**config.mk**
```make
export PLATFORM = sky130hd
export DESIGN_NAME = hscl_useq
export DESIGN_NICKNAME = d
export VERILOG_FILES = /design/src/rtl/hscl_pkg.sv /design/src/rtl/hscl_useq.sv
export SDC_FILE = /design/constraint.sdc
export NUM_CORES = 1
export LEC_CHECK = 0
export ABC_AREA = 1
export BUFFER_PORTS_ARGS = -buffer_cell sky130_fd_sc_hd__buf_4
export CAP_MARGIN = 5
export CORE_UTILIZATION = 52
export DETAILED_ROUTE_END_ITERATION = 7
export PLACE_DENSITY = 0.72
export SYNTH_ARGS = -nofsm -noshare
export SYNTH_HDL_FRONTEND = slang
export SYNTH_SLANG_ARGS = --single-unit
```
**constraint.sdc**
```tcl
create_clock -name i_clk -period 4.9 [get_ports i_clk]
set_input_delay 0.245 -clock i_clk [delete_from_list [all_inputs] [get_ports i_clk]]
set_output_delay 0.245 -clock i_clk [all_outputs]
set_load 0.02 [all_outputs]
```
**src/rtl/hscl_pkg.sv**
```systemverilog
`default_nettype none

package hscl_pkg;

    // Table geometry and key/serial sizes
    localparam int IDX_BITS    = 7;
    localparam int SLOTS       = 1 << IDX_BITS;
    localparam int SLOT_W      = IDX_BITS;
    localparam int KEY_BYTES   = 8;
    localparam int KEY_W       = 8 * KEY_BYTES;
    localparam int BCNT_W      = 3;
    localparam int SERIAL_BITS = 32;

    localparam logic [31:0] FNV_BASIS = 32'd2166136261;
    localparam logic [31:0] FNV_PRIME = 32'd16777619;

    typedef enum logic [1:0] {
        CMD_BIND   = 2'd0,
        CMD_LOOKUP = 2'd1,
        CMD_INVAL  = 2'd2,
        CMD_RESET  = 2'd3
    } t_cmd;

    // Datapath operations, one per microword
    typedef enum logic [3:0] {
        OP_NOP,
        OP_LOAD,
        OP_CLEAR,
        OP_HASH,
        OP_HOME,
        OP_ADV,
        OP_CLAIM,
        OP_HIT,
        OP_BIND,
        OP_FULL,
        OP_INVAL,
        OP_RESET,
        OP_EMIT
    } t_op;

    // Jump conditions
    typedef enum logic [3:0] {
        C_NEVER,
        C_ALWAYS,
        C_NO_IN,
        C_INVAL,
        C_RESET,
        C_HASH_MORE,
        C_EMPTY,
        C_MATCH,
        C_PROBE_LAST,
        C_NOT_BIND,
        C_OUT_BUSY
    } t_cond;

    localparam int UPC_W = 5;

    typedef struct packed {
        t_op               op;
        t_cond             cond;
        logic [UPC_W-1:0]  tgt;
    } t_uword;

    // Status from the datapath for jump decisions
    typedef struct packed {
        logic  in_fire;
        t_cmd  cmd;
        logic  hash_last;
        logic  empty;
        logic  match;
        logic  probe_last;
        logic  out_busy;
    } t_stat;

    // Program addresses
    localparam logic [UPC_W-1:0] A_IDLE  = 5'd0;
    localparam logic [UPC_W-1:0] A_DISP  = 5'd1;
    localparam logic [UPC_W-1:0] A_DISP2 = 5'd2;
    localparam logic [UPC_W-1:0] A_HASH  = 5'd3;
    localparam logic [UPC_W-1:0] A_HOME  = 5'd4;
    localparam logic [UPC_W-1:0] A_READ  = 5'd5;
    localparam logic [UPC_W-1:0] A_TST_E = 5'd6;
    localparam logic [UPC_W-1:0] A_TST_M = 5'd7;
    localparam logic [UPC_W-1:0] A_ADV   = 5'd8;
    localparam logic [UPC_W-1:0] A_LOOP  = 5'd9;
    localparam logic [UPC_W-1:0] A_CLAIM = 5'd10;
    localparam logic [UPC_W-1:0] A_HIT   = 5'd11;
    localparam logic [UPC_W-1:0] A_BCHK  = 5'd12;
    localparam logic [UPC_W-1:0] A_BIND  = 5'd13;
    localparam logic [UPC_W-1:0] A_FULL  = 5'd14;
    localparam logic [UPC_W-1:0] A_INVAL = 5'd15;
    localparam logic [UPC_W-1:0] A_RESET = 5'd16;
    localparam logic [UPC_W-1:0] A_EMIT  = 5'd17;
    localparam logic [UPC_W-1:0] A_DONE  = 5'd18;

    // Control store: a jump is taken when its condition holds, else fall through
    function automatic t_uword uc_rom(input logic [UPC_W-1:0] a);
        t_uword w;
        w = '{op: OP_NOP, cond: C_ALWAYS, tgt: A_IDLE};
        unique case (a)
            A_IDLE:  w = '{op: OP_LOAD,  cond: C_NO_IN,      tgt: A_IDLE};
            A_DISP:  w = '{op: OP_CLEAR, cond: C_INVAL,      tgt: A_INVAL};
            A_DISP2: w = '{op: OP_NOP,   cond: C_RESET,      tgt: A_RESET};
            A_HASH:  w = '{op: OP_HASH,  cond: C_HASH_MORE,  tgt: A_HASH};
            A_HOME:  w = '{op: OP_HOME,  cond: C_NEVER,      tgt: A_IDLE};
            A_READ:  w = '{op: OP_NOP,   cond: C_NEVER,      tgt: A_IDLE};
            A_TST_E: w = '{op: OP_NOP,   cond: C_EMPTY,      tgt: A_CLAIM};
            A_TST_M: w = '{op: OP_NOP,   cond: C_MATCH,      tgt: A_HIT};
            A_ADV:   w = '{op: OP_ADV,   cond: C_PROBE_LAST, tgt: A_FULL};
            A_LOOP:  w = '{op: OP_NOP,   cond: C_ALWAYS,     tgt: A_READ};
            A_CLAIM: w = '{op: OP_CLAIM, cond: C_ALWAYS,     tgt: A_BCHK};
            A_HIT:   w = '{op: OP_HIT,   cond: C_NEVER,      tgt: A_IDLE};
            A_BCHK:  w = '{op: OP_NOP,   cond: C_NOT_BIND,   tgt: A_EMIT};
            A_BIND:  w = '{op: OP_BIND,  cond: C_ALWAYS,     tgt: A_EMIT};
            A_FULL:  w = '{op: OP_FULL,  cond: C_ALWAYS,     tgt: A_EMIT};
            A_INVAL: w = '{op: OP_INVAL, cond: C_ALWAYS,     tgt: A_EMIT};
            A_RESET: w = '{op: OP_RESET, cond: C_ALWAYS,     tgt: A_EMIT};
            A_EMIT:  w = '{op: OP_EMIT,  cond: C_OUT_BUSY,   tgt: A_EMIT};
            A_DONE:  w = '{op: OP_NOP,   cond: C_ALWAYS,     tgt: A_IDLE};
            default: w = '{op: OP_NOP,   cond: C_ALWAYS,     tgt: A_IDLE};
        endcase
        return w;
    endfunction

endpackage

`default_nettype wire

```
**src/rtl/hscl_useq.sv**
```systemverilog
`default_nettype none

module hscl_useq
    import hscl_pkg::*;
(
    input  wire logic   i_clk,
    input  wire logic   i_rst_n,
    input  wire t_stat  i_stat,
    output t_op         o_op
);

    logic [UPC_W-1:0] r_upc;
    logic [UPC_W-1:0] n_upc;
    t_uword           w;
    logic             take;

    assign w    = uc_rom(r_upc);
    assign o_op = w.op;

    always_comb begin
        unique case (w.cond)
            C_NEVER:      take = 1'b0;
            C_ALWAYS:     take = 1'b1;
            C_NO_IN:      take = !i_stat.in_fire;
            C_INVAL:      take = (i_stat.cmd == CMD_INVAL);
            C_RESET:      take = (i_stat.cmd == CMD_RESET);
            C_HASH_MORE:  take = !i_stat.hash_last;
            C_EMPTY:      take = i_stat.empty;
            C_MATCH:      take = i_stat.match;
            C_PROBE_LAST: take = i_stat.probe_last;
            C_NOT_BIND:   take = (i_stat.cmd != CMD_BIND);
            C_OUT_BUSY:   take = i_stat.out_busy;
            default:      take = 1'b1;
        endcase
        n_upc = take ? w.tgt : r_upc + 1'b1;
    end

    always_ff @(posedge i_clk) begin
        if (!i_rst_n) begin
            r_upc <= A_IDLE;
        end else begin
            r_upc <= n_upc;
        end
    end

endmodule

`default_nettype wire

```
Word level (Yosys, flattened, before mapping) --
Memory sizes are Yosys's and may differ from the RTL's. A register that Yosys moved wholly into a read port is not among the register bits. Cells that the tools add are included.
Operators by class: $add $sub $neg 1, $mul 0, divide/modulo/power cells 0, order comparisons 0, equality and inequality tests 11, shift-type cells 0, multiplexer cells 3, bitwise logic cells 0, reductions and logical operators 4
Operator list (number):
- $eq 4x3->1 const B | 4
- $eq 4x4->1 const B | 3
- $mux 5 | 2
- $pmux 1 s10 | 1
- $eq 4x2->1 const B | 2
- $add 5x1->5 const B | 1
- $eq 2x2->1 const B | 2
- $logic_not 4->1 | 1
- $logic_not 1->1 | 2
- $reduce_bool 2->1 | 1
Storage, ports and cells: register bits after elaboration 5, bits in latches 0, bits in writable memories 0, bits in read-only memories 416, input port bits 10, output and inout bits 4, logic and storage cells 21, memories 1
Memory list:
- (no name shown) | words 32, width 13, read ports 1, clocked after Yosys merged registers in 1, wr ports 0, line hscl_pkg.sv:100 | unique case (a)

Depth between registers and ports, before layout --
Gate-level depths: netlist of run 1.
word-level depth 4, gate-level depth with buffers 17, mapped depth without buffers 17

Worst setup path after synthesis of run 1 --
No wires, ideal clock.
path type reg-to-reg, from reg, netlist name w[6], to reg, netlist name w[0], library setup time 0.120 ns, arrival 1.755 ns, data required time 4.780 ns, setup slack 3.025 ns, cell stages (with the launch flop) 14, path buffers 0, period minus slack after synthesis 1.875 ns, cells stage by stage dfxtp_1 -> inv_2 -> a21oi_1 -> nand3_1 -> nand3_2 -> nand2_4 -> nand3_1 -> nand2_1 -> nor2_2 -> inv_2 -> ha_1 -> or2_1 -> nand2_1 -> nand3_1
Between the ends: cells in the longest elaborated chain, start to end 4, elaborated cells on any way between the ends 13, those cells by class eq/ne: 9; mux: 3; reduce/logical: 1
Ends and longest elaborated chain:
- $eq 4x4->1 (tied with other cells) | line hscl_useq.sv:21 | unique case (w.cond)
- $pmux 1 s10 * | line hscl_useq.sv:21
- $mux 5 * | line hscl_useq.sv:35 | n_upc = take ? w.tgt : r_upc + 1'b1;
- $mux 5 (no source line) *
Every way passes the cells marked *; elsewhere a longest branch is shown, timed or not. A chain may end at the register's enable or synchronous reset.

Final worst setup path of run 1 --
from reg, netlist name w[6], to reg, netlist name w[0]
Between the ends: cells in the longest elaborated chain, start to end 4, elaborated cells on any way between the ends 13, those cells by class eq/ne: 9; mux: 3; reduce/logical: 1
Ends and longest elaborated chain (line):
- $eq 4x4->1 (tied with other cells) | hscl_useq.sv:21
- $pmux 1 s10 * | hscl_useq.sv:21
- $mux 5 * | hscl_useq.sv:35
- $mux 5 (no source line) *
Marked as above.

==> reports/qor.csv, run 1 <==
metric,value,unit
status,completed,
total gr overflow,0,
Compound-Gate Fraction of Synth Area,0.0408,
most frequent CP cell,nand2_1,
CTS tree,built,
HP Class,primary input to flip-flop,
Worst-Skew Late Latency,300,ps
total routed wirelength,2260,microns
PortBufs,13,
vias per std cell,5.00,
post-CTS setup buffers,0,
WP buf/inv,2,
DR iter-0 viols,24,
Yosys Warn Count,0,
fraction of post-synthesis cell area in the top cell type by area,0.301,
area delta synth->final,9.94,%
final layout net count,188,
final setup TNS,0,ps
synthesized flop and latch total,18,
Sink Count,18,
DRT antenna net count,0,
CTS Buf Count,3,
crit start category,flip-flop,
initial antenna violation count,0,
Peak Freq,453,MHz
Adder-Cell Fraction of Synth Area,0.0837,
# diodes,0,
H-tree depth,1,
PwrDens,775,nW/um^2
RSZ-0062 raised after global routing,false,
via total after detailed routing,985,
xor and xnor area share after synthesis,0.0220,
"slowest stage delay, CP",470,ps
Avg WL per Cell,11.5,microns
Clock Tree Buf Depth,2,
Worst-path clk slew,110,ps
mux cell area share after synthesis,0,
Boundary Pins,14,
Slew HR,0.836,
Worst EP arrival,2400,ps
first-pass GRT wire length,3870,microns
"Avg Cell Area, Syn",7.57,sq um
CP max stage cell,dfxtp_1,
layout cells sized above 1,0.290,
CP max FO,7,
min setup slack post-route,2690,ps
Die X,50.0,microns
crit path time final,2210,ps
Final Hold Viols,0,
Leak,0.665,nW
All-Layer GR Usage,0.206,
"area leader, netlist",dfxtp_1,
simple-gate share of the synthesized area,0.448,
combinational family with the most area after synthesis,simple AND/OR/NAND/NOR gates,
critical path class,flip-flop to flip-flop,
DIE HEIGHT,50.0,microns
DP HPWL,1800,microns
post-synthesis cell area,1200,sq um
gpl congestion,0.919,
fill cell count,212,
Worst Setup End Kind,flip-flop,
Post-Place Setup Slack,2730,ps
final setup fails,0,
Final Max Slew Viols,0,
Post-CTS Resized,0,
Core Rows,17,
Area contributors post-synth,"dfxtp_1 30%, nand2_1 12%, ha_1 8.4%",
number of global-route vias before repair,916,
crit-path cells,inv_2 > nand2_1 > nand3_1 > nand2_1 > nand2_1 > nand2_2 > nand2_4 > nand3_1 > nand2_1 > nor2_2 > inv_2 > ha_1 > or2_1 > nand2_1 > nand3_1,
CTS Root Cell,clkbuf_4,
Synth Instances,158,
CP top delay family,simple AND/OR/NAND/NOR gates,
Peak VDD IR,0.000441,V
core box area,2190,sq um
worst slew pin tran,245,ps
WP data required,5100,ps
total die area,2500,sq um
syn_nets,176,
# hold bufs at CTS,0,
TritonRoute pass-1 iters,4,
total of max-cap violations,0,
DRC Markers,0,
Setup Skew,7.72,ps
Starting Density,0.546,
part of the cycle the worst path needs,0.450,
Cell variety after synth,27,
largest net degree at the start of global routing,17,
sequential-to-total area share from yosys stat,0.301,
layout make-up:
type	count	area [sq um]	share of cell area
Multi-Input combinational cell	114	711	0.540
Sequential cell	18	360	0.274
Clock buffer	4	36.3	0.0276
Timing Repair Buffer	13	97.6	0.0742
Tap cell	28	35.0	0.0266
Inverter	20	75.1	0.0571
per-layer routing:
layer	vias up	GRT usage	part of all wire
met4	0	0.0905	0.019
met3	5	0.0401	0.038
met5	-	0	0
met1	445	0.260	0.46
li1	514	-	-
met2	21	0.336	0.48
cell usage after synthesis, drive strengths merged:
cell,n
nand2,48
o22ai,1
xor2,2
or2,1
inv,20
o21ai,3
xnor2,1
dfxtp,18
nand3,21
a21oi,2
nand4,1
nand3b,5
buf,6
o211ai,1
ha,8
nor2,20
cells in the final DEF, fill, tap and decap left out, drive strengths merged:
cell type | synthesis | layout
nand2 | 48 | 48
nand3 | 21 | 21
inv | 20 | 20
nor2 | 20 | 20
dfxtp | 18 | 18
buf | 6 | 13
ha | 8 | 8
nand3b | 5 | 5
clkbuf | 0 | 4
o21ai | 3 | 3
a21oi | 2 | 2
xor2 | 2 | 2
xnor2 | 1 | 1
o22ai | 1 | 1
nand4 | 1 | 1
o211ai | 1 | 1
or2 | 1 | 1
worst reg2reg max path, cell delays in order (launching register included):
cell and delay, ps:
dfxtp_1 470, inv_2 70, nand2_1 60, nand3_1 60
nand2_1 70, nand2_1 60, nand2_2 80, nand2_4 80
nand3_1 90, nand2_1 80, nor2_2 210, inv_2 140
ha_1 290, or2_1 240, nand2_1 50, nand3_1 60
path summary, 6_finish.rpt:
kind / startpoint / end / slack, ps / cells past startpoint
setup / recovery: w[6] / w[0] / 2690 / 15
hold / removal: i_rst_n / r_upc[0] / 280 / 3
setup reg to reg: w[6] / w[0] / 2690 / 15
hold reg to reg: w[0] / r_upc[0] / 490 / 2
cells by family (layout without fill, tap and decap cells):
logic type / Yosys count / after routing
flops: 18 / 18
compound gates: 7 / 7
fa+ha+maj: 8 / 8
buf+inv: 26 / 37
xor+xnor: 3 / 3
simple gates: 96 / 96
registers in the layout (all words and copies together) (netlist names):
| register | cells |
|---|---|
| r_upc | 5 |
| w | 13 |
where the power goes:
part / total [mW] / leakage (nW) / internal, mW / switching (mW)
Combinational: 0.682 / 0.495 / 0.238 / 0.444
Sequential: 0.244 / 0.150 / 0.212 / 0.0322
Clock: 0.0932 / 0.0210 / 0.0453 / 0.0479
Total: 1.02 / 0.665 / 0.495 / 0.524
stage by stage:
step                 util  cell area [sq um]  instances  power (mW)  hold slack [ps]
floorplan               -               1200        158       0.815              451
global placement    0.584               1280        193       0.916              492
detailed placement  0.584               1280        193       0.927              467
CTS                 0.600               1320        197        1.02              274
global route        0.600               1320        197        1.11              278
finish              0.600               1320        197        1.02              276
(Power assumes the default switching activity.)
==> run 2: changes to the inputs <==
--- a/config.mk
+++ b/config.mk
@@ -5,12 +5,12 @@
 export SDC_FILE = /design/constraint.sdc
 export NUM_CORES = 1
 export LEC_CHECK = 0
-export ABC_AREA = 1
+export ABC_AREA = 0
 export BUFFER_PORTS_ARGS = -buffer_cell sky130_fd_sc_hd__buf_4
 export CAP_MARGIN = 5
 export CORE_UTILIZATION = 52
 export DETAILED_ROUTE_END_ITERATION = 7
-export PLACE_DENSITY = 0.72
+export PLACE_DENSITY = 0.75
 export SYNTH_ARGS = -nofsm -noshare
 export SYNTH_HDL_FRONTEND = slang
 export SYNTH_SLANG_ARGS = --single-unit
==> constraint.sdc (replaced) <==
create_clock -name i_clk -period 1.85 [get_ports i_clk]
set_input_delay 0.0925 -clock i_clk [delete_from_list [all_inputs] [get_ports i_clk]]
set_output_delay 0.0925 -clock i_clk [all_outputs]
set_load 0.02 [all_outputs]
==> run 2 against run 1 <==
The flow now finishes with violations (negative setup slack). Sequential share of layout area shrank 9.6 points. Area after synthesis grew 4.6%. Clock skew fell by 0.80 ps. Wire length up 140%. Cell count is 12% higher. Via count up 52%. Global-route usage is 13 points higher. Worst hold slack worse by 86 ps. Critical path depth is 5 lower. Count of clock-buffer cells in the layout stayed put. Synthesized cell count is 14% lower. Cell area is 57% higher. Critical path type unchanged. Critical endpoint is now w[5]. Highest routed layer unchanged.
==> reports/qor.csv, run 2 <==
metric,value,unit
H-tree depth,1,
area delta synth->final,65.2,%
Synth Instances,136,
core box area,2230,sq um
Area contributors post-synth,"dfxtp_1 29%, ha_1 8.0%, mux2i_1 4.0%",
Core Rows,17,
"FFs w/ async S/R, synth",0,
synthesized flop and latch total,18,
first-pass GRT wire length,6310,microns
final layout net count,212,
Worst Setup End Kind,flip-flop,
total of max-cap violations,0,
final setup fails,17,
Worst EP arrival,2660,ps
met2 routed WL,2280,microns
"Design Area, Final",2070,sq um
Metal-1 WL,2110,microns
Top Layer Used,met4,
number of flip-flops in the largest register,13,
Boundary Pins,14,
sequential-to-total area share from yosys stat,0.288,
"most common cell after layout, fill and taps aside",buf_4,
Setup Skew,6.91,ps
Slew HR,0.630,
DRC Markers,0,
crit path time final,2460,ps
DRT antenna net count,0,
min setup slack post-route,-609,ps
Avg WL per Cell,24.5,microns
initial antenna violation count,0,
Yosys Warn Count,0,
DR iter-0 viols,97,
CTS tree,built,
number of global-route vias before repair,1308,
# hold bufs at CTS,0,
syn_nets,154,
total gr overflow,0,
fill cell count,83,
WP buf/inv,2,
CP max stage cell,dfxtp_4,
"EDFF count, synth",0,
gpl congestion,0.953,
failing checks,negative setup slack,
CP top delay family,compound AO/OA/AOI/OAI gates,
part of the cycle the worst path needs,1.33,
"area leader, netlist",dfxtp_1,
HP Class,primary input to flip-flop,
DIE HEIGHT,51.1,microns
All-Layer GR Usage,0.339,
post-synthesis cell area,1250,sq um
CTS Buf Count,3,
Post-Place Setup Slack,-548,ps
DP HPWL,2680,microns
TritonRoute pass-1 iters,5,
Cell variety after synth,55,
commonest cells in the netlist,"18 x dfxtp_1, 8 x ha_1, 8 x inv_1, 8 x nand2_1",
Worst-path clk slew,120,ps
Clock Tree Buf Depth,2,
Final Max Slew Viols,0,
total routed wirelength,5410,microns
RSZ-0062 raised after global routing,true,
status,"complete, but fails checks",
fraction of post-synthesis cell area in the top cell type by area,0.288,
Final Hold Viols,0,
"slowest stage delay, CP",420,ps
"commonest non-fill, non-tap cells in the layout","50 x buf_4, 16 x dfxtp_1, 8 x buf_6, 7 x nand2_1",
met3 WL post-DR,591,microns
Die X,51.1,microns
worst slew pin tran,551,ps
final setup TNS,-7180,ps
via total after detailed routing,1500,
Starting Density,0.560,
crit-path cells,buf_4 > nor3_2 > a31o_1 > o21bai_2 > o21ai_4 > a211oi_4 > inv_2 > ha_4 > nand2b_4 > o221a_1,
total die area,2610,sq um
Peak Freq,407,MHz
vias per std cell,6.79,
CTS Root Cell,clkbuf_4,
largest net degree at the start of global routing,15,
critical path class,flip-flop to flip-flop,
most numerous cell in the Yosys netlist,dfxtp_1,
# diodes,0,
final hold slack,190,ps
Most used DFF post-synth,dfxtp_1,
PortBufs,13,
layout cells sized above 1,0.606,
WP data required,2060,ps
Sink Count,18,
CP max FO,8,
Worst-Skew Late Latency,300,ps
placed cell area,1690,sq um
"Avg Cell Area, Syn",9.20,sq um
crit start category,flip-flop,
==> run 2: cell types whose count changed after synthesis, moves of 6 or more <==
cell     previous run  this run
inv_1              14         8
nand3_1            15         5
nand2_2             6         0
nor2_1             12         5
nand2_1            38         8
==> run 2: kinds of logic (layout without fill, tap and decap cells) <==
kind of cell,Yosys count,in the layout,share of synthesized area
AND/OR/NAND/NOR,42,42,0.191
flip-flops,18,18,0.288
buffers and inverters,18,75,0.0800
adder cells (fa/ha/maj),8,8,0.0800
multiplexers,6,6,0.0490
AO/OA/AOI/OAI,40,40,0.284
XOR/XNOR,4,4,0.0280
==> run 2: layout make-up <==
class | instances | area [sq um] | share of cell area
well taps | 28 | 35.0 | 0.0169
clock buffers | 4 | 36.3 | 0.0176
flip-flops and latches | 18 | 368 | 0.178
inverters | 11 | 56.3 | 0.0272
repair buffers | 60 | 500 | 0.242
multi-input cells | 100 | 1070 | 0.518
==> run 2: path summary, 6_finish.rpt <==
path	startpoint	cells past startpoint	slack, ps	end
worst max-delay path	w[6]	10	-610	w[5]
worst min-delay path	i_rst_n	3	190	w[8]
worst max register to register	w[6]	10	-610	w[5]
worst min register to register	w[1]	2	630	r_upc[1]
==> run 2: through the flow <==
stage	utilization	instances
2_1_floorplan	-	136
3_3_place_gp	0.757	202
3_5_place_dp	0.757	202
4_1_cts	0.832	211
5_1_grt	0.925	221
6_report	0.925	221
==> run 2: what timing repair did <==
item	in CTS	in global routing
endpoints found under the setup margin	15	17
setup buffers	5	10
pin swaps	3	12
gates resized for setup	19	27
==> run 2: routing by layer <==
metal | vias to the layer above | track usage
met5 | - | 0
met4 | 0 | 0.157
met3 | 55 | 0.0298
met2 | 132 | 0.577
met1 | 693 | 0.430
li1 | 620 | -
==> run 2: worst reg2reg max path, stage by stage (launching register included) <==
cell and delay (ps):
dfxtp_4 420, buf_4 140, nor3_2 40, a31o_1 220, o21bai_2 240, o21ai_4 160
a211oi_4 360, inv_2 130, ha_4 260, nand2b_4 150, o221a_1 250
Power of run 2 is not shown: default switching activity piles up to over one toggle a cycle in this logic, so the estimate is an artifact.
